### config.mk
export PLATFORM = sky130hd
export DESIGN_NAME = virtual_time_fair_gate_unit
export DESIGN_NICKNAME = d
export VERILOG_FILES = /design/src/rtl/vtf_pkg.sv /design/src/rtl/vtf_cell.sv /design/src/rtl/virtual_time_fair_gate_unit.sv
export SDC_FILE = /design/constraint.sdc
export NUM_CORES = 2
export LEC_CHECK = 0
export BUFFER_PORTS_ARGS = -buffer_cell sky130_fd_sc_hd__buf_2
export CAP_MARGIN = 10
export CORE_UTILIZATION = 40
export DETAILED_ROUTE_END_ITERATION = 10
export MAX_ROUTING_LAYER = met4
export PLACE_DENSITY = 0.59
export SLEW_MARGIN = 40
export SYNTH_ARGS = -nofsm -noshare
export SYNTH_HDL_FRONTEND = slang
export SYNTH_HIERARCHICAL = 1
export SYNTH_SLANG_ARGS = --single-unit
### constraint.sdc
create_clock -name clk_i -period 6.6 [get_ports clk_i]
set_input_delay 0.33 -clock clk_i [delete_from_list [all_inputs] [get_ports clk_i]]
set_output_delay 0.33 -clock clk_i [all_outputs]
set_load 0.005 [all_outputs]
### src/rtl/vtf_pkg.sv
// ----------------------------------------------------------------------------
// vtf_pkg
// Shared types and constants of the virtual time fair gate: field widths,
// request opcodes, controller states and the per-cell command.
// ----------------------------------------------------------------------------
`default_nettype none

package vtf_pkg;

  localparam int CostW      = 32;
  localparam int WeightW    = 9;
  localparam int WeightFrac = 8;
  localparam int StampW     = 48;
  localparam int CntW       = 32;
  localparam int PeriodW    = 32;
  localparam int IdW        = 2;
  localparam int LeaderW    = 2;
  localparam int CfgIdxW    = 3;
  localparam int CfgDataW   = 32;
  localparam int ProdW      = CostW + WeightW;
  localparam int IncW       = ProdW - WeightFrac;

  localparam int InDataW    = 136;
  localparam int OutDataW   = 72;

  localparam int NumWeightRegs = 4;

  localparam logic [WeightW-1:0] WeightOne   = 9'd256;
  localparam logic [PeriodW-1:0] PeriodReset = 32'd200000000;
  localparam logic [CfgIdxW-1:0] CfgIdxPeriod = 3'd4;

  typedef enum logic {
    OP_UPDATE   = 1'b0,
    OP_RESAMPLE = 1'b1
  } vtf_op_e;

  typedef enum logic [2:0] {
    ST_IDLE,
    ST_DECIDE,
    ST_SCALE,
    ST_APPLY,
    ST_SCAN,
    ST_RESP
  } vtf_state_e;

  typedef struct packed {
    logic add_inc;
    logic cnt_accept;
    logic cnt_drop;
    logic rebase;
  } vtf_cell_cmd_t;

endpackage

`default_nettype wire

### src/rtl/vtf_cell.sv
// ----------------------------------------------------------------------------
// vtf_cell
// One source entry: virtual time, saturating accept and drop counters, and
// one stage of the minimum scan that passes toward the next cell each cycle.
// ----------------------------------------------------------------------------
`default_nettype none

module vtf_cell
  import vtf_pkg::*;
#(
  parameter int TIME_BITS = 48,
  parameter int IDX_W     = 2,
  parameter int CELL_IDX  = 0
) (
  input  wire logic                 clk_i,
  input  wire logic                 rst_ni,
  input  wire vtf_cell_cmd_t        cmd_i,
  input  wire logic [TIME_BITS-1:0] inc_i,
  input  wire logic [TIME_BITS-1:0] base_i,
  input  wire logic [TIME_BITS-1:0] prev_val_i,
  input  wire logic [IDX_W-1:0]     prev_idx_i,
  output logic [TIME_BITS-1:0]      vt_o,
  output logic [CntW-1:0]           drop_cnt_o,
  output logic [CntW-1:0]           accept_cnt_o,
  output logic [TIME_BITS-1:0]      scan_val_o,
  output logic [IDX_W-1:0]          scan_idx_o
);

  logic [TIME_BITS-1:0] vt_q, vt_d;
  logic [CntW-1:0]      drop_q, drop_d;
  logic [CntW-1:0]      acc_q, acc_d;
  logic [TIME_BITS-1:0] scan_val_q, scan_val_d;
  logic [IDX_W-1:0]     scan_idx_q, scan_idx_d;
  logic [TIME_BITS:0]   sum;

  assign sum = {1'b0, vt_q} + {1'b0, inc_i};

  always_comb begin
    vt_d = vt_q;
    if (cmd_i.add_inc) begin
      vt_d = sum[TIME_BITS] ? {TIME_BITS{1'b1}} : sum[TIME_BITS-1:0];
    end else if (cmd_i.rebase) begin
      vt_d = vt_q - base_i;
    end
    acc_d  = (cmd_i.cnt_accept && acc_q != {CntW{1'b1}}) ? acc_q + 1'b1 : acc_q;
    drop_d = (cmd_i.cnt_drop && drop_q != {CntW{1'b1}}) ? drop_q + 1'b1 : drop_q;
    // strict compare keeps ties on the lower index
    if (CELL_IDX == 0 || vt_q < prev_val_i) begin
      scan_val_d = vt_q;
      scan_idx_d = IDX_W'(CELL_IDX);
    end else begin
      scan_val_d = prev_val_i;
      scan_idx_d = prev_idx_i;
    end
  end

  always_ff @(posedge clk_i or negedge rst_ni) begin
    if (!rst_ni) begin
      vt_q       <= '0;
      drop_q     <= '0;
      acc_q      <= '0;
      scan_val_q <= '0;
      scan_idx_q <= '0;
    end else begin
      vt_q       <= vt_d;
      drop_q     <= drop_d;
      acc_q      <= acc_d;
      scan_val_q <= scan_val_d;
      scan_idx_q <= scan_idx_d;
    end
  end

  assign vt_o         = vt_q;
  assign drop_cnt_o   = drop_q;
  assign accept_cnt_o = acc_q;
  assign scan_val_o   = scan_val_q;
  assign scan_idx_o   = scan_idx_q;

endmodule

`default_nettype wire

### src/rtl/virtual_time_fair_gate_unit.sv
// ----------------------------------------------------------------------------
// virtual_time_fair_gate_unit
// Fair-share gate over NUM_SOURCES sources kept by virtual time, built as a
// row of source cells with a systolic minimum scan.
//
//   channel  | direction | payload
//   s_axis   | in        | tuser: opcode; tdata: source_id, stamp_ns, now_ns, cost_ns
//   m_axis   | out       | tuser: accepted; tdata: leader_id, dropped_count,
//            |           |        accepted_count
//   cfg      | in        | cfg_index_i: register index, cfg_data_i: value
//
// accepted update: decide, scale and apply steps, then the scan through the
//   cell row (one cell per cycle), then the response step
// dropped update or granted resample: decide, apply and response steps
// refused resample or update from a source out of range: decide and response steps
// a new request is taken once the result is in the output register
// reset clears all virtual times, counters and deadlines and sets every
//   weight back to one
// a stalled output holds the controller in its response step
// ----------------------------------------------------------------------------
`default_nettype none

module virtual_time_fair_gate_unit
  import vtf_pkg::*;
#(
  parameter int NUM_SOURCES = 4,
  parameter int TIME_BITS   = 48
) (
  input  wire logic                clk_i,
  input  wire logic                rst_ni,
  input  wire logic                s_axis_tvalid,
  output logic                     s_axis_tready,
  // [1:0] source_id, [49:2] stamp_ns, [97:50] now_ns, [129:98] cost_ns
  input  wire logic [InDataW-1:0]  s_axis_tdata,
  // [0] opcode
  input  wire logic                s_axis_tuser,
  output logic                     m_axis_tvalid,
  input  wire logic                m_axis_tready,
  // [1:0] leader_id, [33:2] dropped_count, [65:34] accepted_count
  output logic [OutDataW-1:0]      m_axis_tdata,
  // [0] accepted
  output logic                     m_axis_tuser,
  input  wire logic                cfg_valid_i,
  output logic                     cfg_ready_o,
  input  wire logic [CfgIdxW-1:0]  cfg_index_i,
  input  wire logic [CfgDataW-1:0] cfg_data_i
);

  localparam int IdxW = (NUM_SOURCES > 1) ? $clog2(NUM_SOURCES) : 1;
  localparam int SatW = (TIME_BITS > IncW) ? TIME_BITS : IncW;

  vtf_state_e           state_q, state_d;
  vtf_op_e              op_q;
  logic [IdW-1:0]       id_q;
  logic [TIME_BITS-1:0] stamp_q, now_q;
  logic [CostW-1:0]     cost_q;
  logic                 ok_q, ok_d;
  logic [ProdW-1:0]     prod_q, prod_d;
  logic [TIME_BITS-1:0] inc_q, inc_d;
  logic [TIME_BITS-1:0] minv_q, minv_d;
  logic [IdxW-1:0]      scan_cnt_q, scan_cnt_d;
  logic [IdxW-1:0]      leader_q, leader_d;
  logic [TIME_BITS-1:0] last_time_q, last_time_d;
  logic                 last_valid_q, last_valid_d;
  logic [TIME_BITS-1:0] dl_q, dl_d;
  logic                 dl_valid_q, dl_valid_d;
  logic                 allow_q, allow_d;
  logic [WeightW-1:0]   weight_q [NumWeightRegs];
  logic [PeriodW-1:0]   period_q;
  logic                 m_valid_q, m_valid_d;
  logic [OutDataW-1:0]  m_tdata_q, m_tdata_d;
  logic                 m_tuser_q, m_tuser_d;

  logic [TIME_BITS-1:0] vt       [NUM_SOURCES];
  logic [CntW-1:0]      drop_cnt [NUM_SOURCES];
  logic [CntW-1:0]      acc_cnt  [NUM_SOURCES];
  logic [TIME_BITS-1:0] scan_val [NUM_SOURCES];
  logic [IdxW-1:0]      scan_idx [NUM_SOURCES];
  vtf_cell_cmd_t        cmd      [NUM_SOURCES];

  logic                 in_range;
  logic [IdxW-1:0]      id_sel;
  logic [TIME_BITS-1:0] eff_last, eff_dl, vt_lead;
  logic [TIME_BITS:0]   dl_sum;
  logic [SatW-1:0]      inc_wide, mask_wide;
  logic                 apply_upd, apply_drop, apply_rebase;
  logic                 in_fire;
  logic [WeightW-1:0]   cfg_weight;

  assign in_fire       = s_axis_tvalid && s_axis_tready;
  assign s_axis_tready = (state_q == ST_IDLE);
  assign cfg_ready_o   = 1'b1;

  assign in_range  = (32'(id_q) < 32'(NUM_SOURCES));
  assign id_sel    = IdxW'(id_q);
  assign eff_last  = last_valid_q ? last_time_q : now_q;
  assign eff_dl    = dl_valid_q ? dl_q : now_q;
  assign dl_sum    = {1'b0, now_q} + (TIME_BITS + 1)'(period_q);
  assign vt_lead   = vt[leader_q];
  assign inc_wide  = SatW'(prod_q[ProdW-1:WeightFrac]);
  assign mask_wide = SatW'({TIME_BITS{1'b1}});

  // cell row
  for (genvar i = 0; i < NUM_SOURCES; i++) begin : g_cell
    logic [TIME_BITS-1:0] prev_val;
    logic [IdxW-1:0]      prev_idx;
    if (i == 0) begin : g_head
      assign prev_val = '0;
      assign prev_idx = '0;
    end else begin : g_body
      assign prev_val = scan_val[i-1];
      assign prev_idx = scan_idx[i-1];
    end

    always_comb begin
      cmd[i].add_inc    = apply_upd && (id_sel == IdxW'(i));
      cmd[i].cnt_accept = apply_upd && (id_sel == IdxW'(i));
      cmd[i].cnt_drop   = apply_drop && (id_sel == IdxW'(i));
      cmd[i].rebase     = apply_rebase;
    end

    vtf_cell #(
      .TIME_BITS(TIME_BITS),
      .IDX_W    (IdxW),
      .CELL_IDX (i)
    ) u_cell (
      .clk_i       (clk_i),
      .rst_ni      (rst_ni),
      .cmd_i       (cmd[i]),
      .inc_i       (inc_q),
      .base_i      (minv_q),
      .prev_val_i  (prev_val),
      .prev_idx_i  (prev_idx),
      .vt_o        (vt[i]),
      .drop_cnt_o  (drop_cnt[i]),
      .accept_cnt_o(acc_cnt[i]),
      .scan_val_o  (scan_val[i]),
      .scan_idx_o  (scan_idx[i])
    );
  end

  // controller
  always_comb begin
    state_d      = state_q;
    ok_d         = ok_q;
    prod_d       = prod_q;
    inc_d        = inc_q;
    minv_d       = minv_q;
    scan_cnt_d   = scan_cnt_q;
    leader_d     = leader_q;
    last_time_d  = last_time_q;
    last_valid_d = last_valid_q;
    dl_d         = dl_q;
    dl_valid_d   = dl_valid_q;
    allow_d      = allow_q;
    m_tdata_d    = m_tdata_q;
    m_tuser_d    = m_tuser_q;
    m_valid_d    = m_valid_q && !m_axis_tready;
    apply_upd    = 1'b0;
    apply_drop   = 1'b0;
    apply_rebase = 1'b0;

    case (state_q)
      ST_IDLE: begin
        if (in_fire) begin
          state_d = ST_DECIDE;
        end
      end
      ST_DECIDE: begin
        prod_d = ProdW'(cost_q) * ProdW'(weight_q[id_q]);
        minv_d = vt_lead;
        if (op_q == OP_UPDATE) begin
          ok_d = in_range && (id_sel == leader_q) && (stamp_q >= eff_last);
          if (in_range) begin
            last_valid_d = 1'b1;
            last_time_d  = ok_d ? now_q : eff_last;
            if (ok_d) begin
              allow_d = 1'b1;
              state_d = ST_SCALE;
            end else begin
              state_d = ST_APPLY;
            end
          end else begin
            state_d = ST_RESP;
          end
        end else begin
          ok_d       = allow_q && (eff_dl < stamp_q);
          dl_valid_d = 1'b1;
          dl_d       = eff_dl;
          if (ok_d) begin
            dl_d    = dl_sum[TIME_BITS] ? {TIME_BITS{1'b1}} : dl_sum[TIME_BITS-1:0];
            allow_d = 1'b0;
            state_d = ST_APPLY;
          end else begin
            state_d = ST_RESP;
          end
        end
      end
      ST_SCALE: begin
        inc_d   = (inc_wide > mask_wide) ? {TIME_BITS{1'b1}} : TIME_BITS'(inc_wide);
        state_d = ST_APPLY;
      end
      ST_APPLY: begin
        if (op_q == OP_UPDATE) begin
          apply_upd  = ok_q;
          apply_drop = !ok_q;
        end else begin
          apply_rebase = 1'b1;
        end
        scan_cnt_d = '0;
        state_d    = (op_q == OP_UPDATE && ok_q) ? ST_SCAN : ST_RESP;
      end
      ST_SCAN: begin
        scan_cnt_d = scan_cnt_q + 1'b1;
        if (scan_cnt_q == IdxW'(NUM_SOURCES - 1)) begin
          state_d = ST_RESP;
        end
      end
      ST_RESP: begin
        if (!m_valid_q || m_axis_tready) begin
          if (op_q == OP_UPDATE && ok_q) begin
            leader_d = scan_idx[NUM_SOURCES-1];
          end
          m_tuser_d = ok_q;
          m_tdata_d = '0;
          m_tdata_d[LeaderW-1:0] = LeaderW'(leader_d);
          if (op_q == OP_UPDATE && in_range) begin
            m_tdata_d[LeaderW+CntW-1:LeaderW]        = drop_cnt[id_sel];
            m_tdata_d[LeaderW+2*CntW-1:LeaderW+CntW] = acc_cnt[id_sel];
          end
          m_valid_d = 1'b1;
          state_d   = ST_IDLE;
        end
      end
      default: begin
        state_d = ST_IDLE;
      end
    endcase
  end

  always_ff @(posedge clk_i or negedge rst_ni) begin
    if (!rst_ni) begin
      state_q <= ST_IDLE;
    end else begin
      state_q <= state_d;
    end
  end

  always_ff @(posedge clk_i or negedge rst_ni) begin
    if (!rst_ni) begin
      ok_q         <= 1'b0;
      scan_cnt_q   <= '0;
      leader_q     <= '0;
      last_time_q  <= '0;
      last_valid_q <= 1'b0;
      dl_q         <= '0;
      dl_valid_q   <= 1'b0;
      allow_q      <= 1'b0;
      m_valid_q    <= 1'b0;
    end else begin
      ok_q         <= ok_d;
      scan_cnt_q   <= scan_cnt_d;
      leader_q     <= leader_d;
      last_time_q  <= last_time_d;
      last_valid_q <= last_valid_d;
      dl_q         <= dl_d;
      dl_valid_q   <= dl_valid_d;
      allow_q      <= allow_d;
      m_valid_q    <= m_valid_d;
    end
  end

  // request and arithmetic payload
  always_ff @(posedge clk_i) begin
    if (in_fire) begin
      op_q    <= vtf_op_e'(s_axis_tuser);
      id_q    <= s_axis_tdata[IdW-1:0];
      stamp_q <= TIME_BITS'(s_axis_tdata[IdW+StampW-1:IdW]);
      now_q   <= TIME_BITS'(s_axis_tdata[IdW+2*StampW-1:IdW+StampW]);
      cost_q  <= s_axis_tdata[IdW+2*StampW+CostW-1:IdW+2*StampW];
    end
    prod_q    <= prod_d;
    inc_q     <= inc_d;
    minv_q    <= minv_d;
    m_tdata_q <= m_tdata_d;
    m_tuser_q <= m_tuser_d;
  end

  // configuration registers
  assign cfg_weight = (cfg_data_i[WeightW-1:0] > WeightOne) ? WeightOne
                                                            : cfg_data_i[WeightW-1:0];

  always_ff @(posedge clk_i or negedge rst_ni) begin
    if (!rst_ni) begin
      for (int k = 0; k < NumWeightRegs; k++) begin
        weight_q[k] <= WeightOne;
      end
      period_q <= PeriodReset;
    end else if (cfg_valid_i && cfg_ready_o) begin
      if (32'(cfg_index_i) < 32'(NumWeightRegs) && 32'(cfg_index_i) < 32'(NUM_SOURCES)) begin
        weight_q[cfg_index_i[IdW-1:0]] <= cfg_weight;
      end else if (cfg_index_i == CfgIdxPeriod) begin
        period_q <= cfg_data_i;
      end
    end
  end

  assign m_axis_tvalid = m_valid_q;
  assign m_axis_tdata  = m_tdata_q;
  assign m_axis_tuser  = m_tuser_q;

  // assertions
  a_accept_to_decide: assert property (@(posedge clk_i) disable iff (!rst_ni)
    in_fire |=> state_q == ST_DECIDE)
    else $error("request accepted but controller did not start");

  a_grant_scans: assert property (@(posedge clk_i) disable iff (!rst_ni)
    (state_q == ST_APPLY && ok_q && op_q == OP_UPDATE) |=> state_q == ST_SCAN)
    else $error("granted update skipped the leader scan");

  a_allow_clear: assert property (@(posedge clk_i) disable iff (!rst_ni)
    $fell(allow_q) |-> $past(state_q == ST_DECIDE && op_q == OP_RESAMPLE))
    else $error("resample permission cleared outside a resample");

  for (genvar i = 0; i < NUM_SOURCES; i++) begin : g_chk
    a_leader_min: assert property (@(posedge clk_i) disable iff (!rst_ni)
      state_q == ST_IDLE |-> vt_lead <= vt[i])
      else $error("leader does not hold the smallest virtual time");
  end

endmodule

`default_nettype wire
==> flow_summary.yaml <==
power_and_ir_drop:
  p_int_mw: 27.0
  swShare_pct: 46.6
  irDropWorstVdd_mv: 0.344
  pwr-share-seq_pct: 23.9
  clkPwrFrac_pct: 15.6
  power_leakage_nw: 42.9
  power.switching_mw: 23.6
  power.density_mw_per_mm2: 537
  pwr-share-comb_pct: 60.5
  fin_total_pwr_mw: 50.7
timing:
  setup_slack_ns: 0.162
  slew_headroom_pct: 41.1
  finalHoldViolations: 0
  worst_clock_skew_ns: 0.0811
  max_freq_mhz: 155
  tightest_slew_ns: 0.881
  setup_viol: 0
  maxSlewViolCount: 0
  min_period_over_period_pct: 97.5
  period_minus_slack_ns: 6.44
global_route:
  grt_antenna_before_repair: 7
  grt-ovfl-total: 0
  track_usage_pct: 24.9
  grt_max_degree: 140
  grt_pass1_wl_um: 394000
  grt_pass1_vias: 66800
worst_setup_path:
  crit_path_max_fanout: 11
  endpoint_kind: "flip-flop"
  critical_path_class: "reg2reg"
  cp.required_ns: 7.17
  critPathLaunchType: "flip-flop"
  worstPathArrival_ns: 7.01
finish:
  final_cell_area_mm2: 0.0943
  layout_commonest_cell: "dfrtp_1"
  nNetsFinal: 10100
  drive_gt1_share_pct: 11.3
  area_growth_pct: 13.4
  layout_common_cells: "dfrtp_1 (754), inv_1 (725), ha_1 (714)"
  final_util_pct: 45.9
place:
  gp_congestion: 0.959
  dpl.hpwl_um: 198000
  place_ws_ns: -0.0254
  numPortBuffers: 239
  dpl_cell_area_mm2: 0.0877
clocking:
  tritoncts.num_buffers: 134
  htreeDepth: 4
  worstSkewPairLatency_ns: 0.82
  cts_buffer_depth: 3
  clock-root-buffer: "clkbuf_16"
  cts_tree: "built"
  clk_pin_slew_ns: 0.06
  cts_sinks: 1086
floorplan:
  ios: 253
  die_area_mm2: 0.210
  dieWidth_um: 458
  die_h_um: 458
  placementRows: 166
  start_util_pct: 40.4
  core_area_mm2: 0.206
routing:
  drc: 0
  via_per_inst: 5.64
  num_vias: 66500
  post_drt_wl_per_cell_um: 21.7
  initialDrtViolationCount: 4841
  postRouteWirelength_um: 256000
  drtPass1Iterations: 5
  ant_nets: 0
synth:
  syn_area_mm2: 0.0832
  avgSynthCellArea_um2: 9.69
  yosys_warnings: 6
  netlist_instances: 8584
outcome:
  status: "completed"
hold_path:
  hold_path.class: "in2async"
flow_run:
  drv_cap: 0
==> through the flow <==
step	std cells	setup TNS (ns)	hold slack, ns
2_1_floorplan	8650	0	0.0344
3_3_place_gp	11400	-0.0130	0.373
3_5_place_dp	11400	-0.0254	0.371
4_1_cts	11800	0	0.0626
5_1_grt	11800	-0.0836	0.102
6_report	11800	0	0.0699
==> worst paths after layout <==
check	start	to	slack (ns)	cells after the start
min in group clk_i	s_axis_tdata[61]	now_q[11]	0.21	2
hold / removal	rst_ni	last_time_q[15]	0.07	2
max in group asynchronous	rst_ni	g_cell[2].u_cell/accept_cnt_o[1]	5.02	4
setup reg to reg	id_q[0]	prod_q[35]	0.16	21
hold reg to reg	prod_q[17]	inc_q[9]	0.42	0
setup / recovery	id_q[0]	prod_q[35]	0.16	21
==> timing repair <==
action | CTS | global route
hold buffers | 166 | 0
buffers inserted | 0 | 3
gates resized for setup | 1 | 9
cloned | 0 | 1
endpoints found under the setup margin | 1 | 8
endpoints found under the hold margin | 275 | 0
==> power groups by stage <==
stage          logic, mW  registers, mW  clock network [mW]
3_5_place_dp        29.9           12.1                   0
3_3_place_gp        29.7           12.1                   0
6_report            30.6           12.1                7.91
5_1_grt             34.1           12.3                8.36
4_1_cts             30.3           12.0                8.11
2_1_floorplan       23.2           10.6                   0
==> worst max-delay path, cell delays in order, from the launching register on <==
cell       delay [ns]
edfxtp_1         0.38
buf_12           0.17
mux4_2           0.63
and2_1           0.23
fa_1             0.51
fa_1             0.52
fa_1             0.55
inv_1            0.07
fa_1             0.53
inv_1            0.04
ha_1             0.29
and4_1           0.25
nand3_1          0.12
or4_4            0.57
a211oi_4         0.32
o2111ai_2        0.16
nand2_1          0.18
a31oi_4          0.12
buf_4            0.16
o21bai_2         0.16
a21oi_1          0.10
xnor2_1          0.12
==> per-layer routing <==
layer / vias to the layer above / global-route usage [%] / part of all wire (%)
met1: 32900 / 33.7 / 46
met5: - / - / 0
met4: 0 / 6.07 / 2.2
met3: 322 / 2.98 / 5.3
li1: 31500 / - / -
met2: 1746 / 39.5 / 46
==> area by class of cell <==
cell class,count,area [um^2]
antenna,6,15.0
clock buffer,172,3640
clock inverter,78,1150
fill,19300,111000
inverter,729,2740
multi-input combinational,6511,50800
sequential,1086,28800
tap,2688,3360
timing repair buffer,510,3810
==> flip-flops by register name, indices dropped and copies added (netlist names), 66 cells and up <==
signal,count
g_cell.u_cell/accept_cnt_o,128
g_cell.u_cell/drop_cnt_o,128
g_cell.u_cell/scan_val_o,144
g_cell.u_cell/vt_o,192
m_axis_tdata,66
Power figures use the tool's default switching activity.
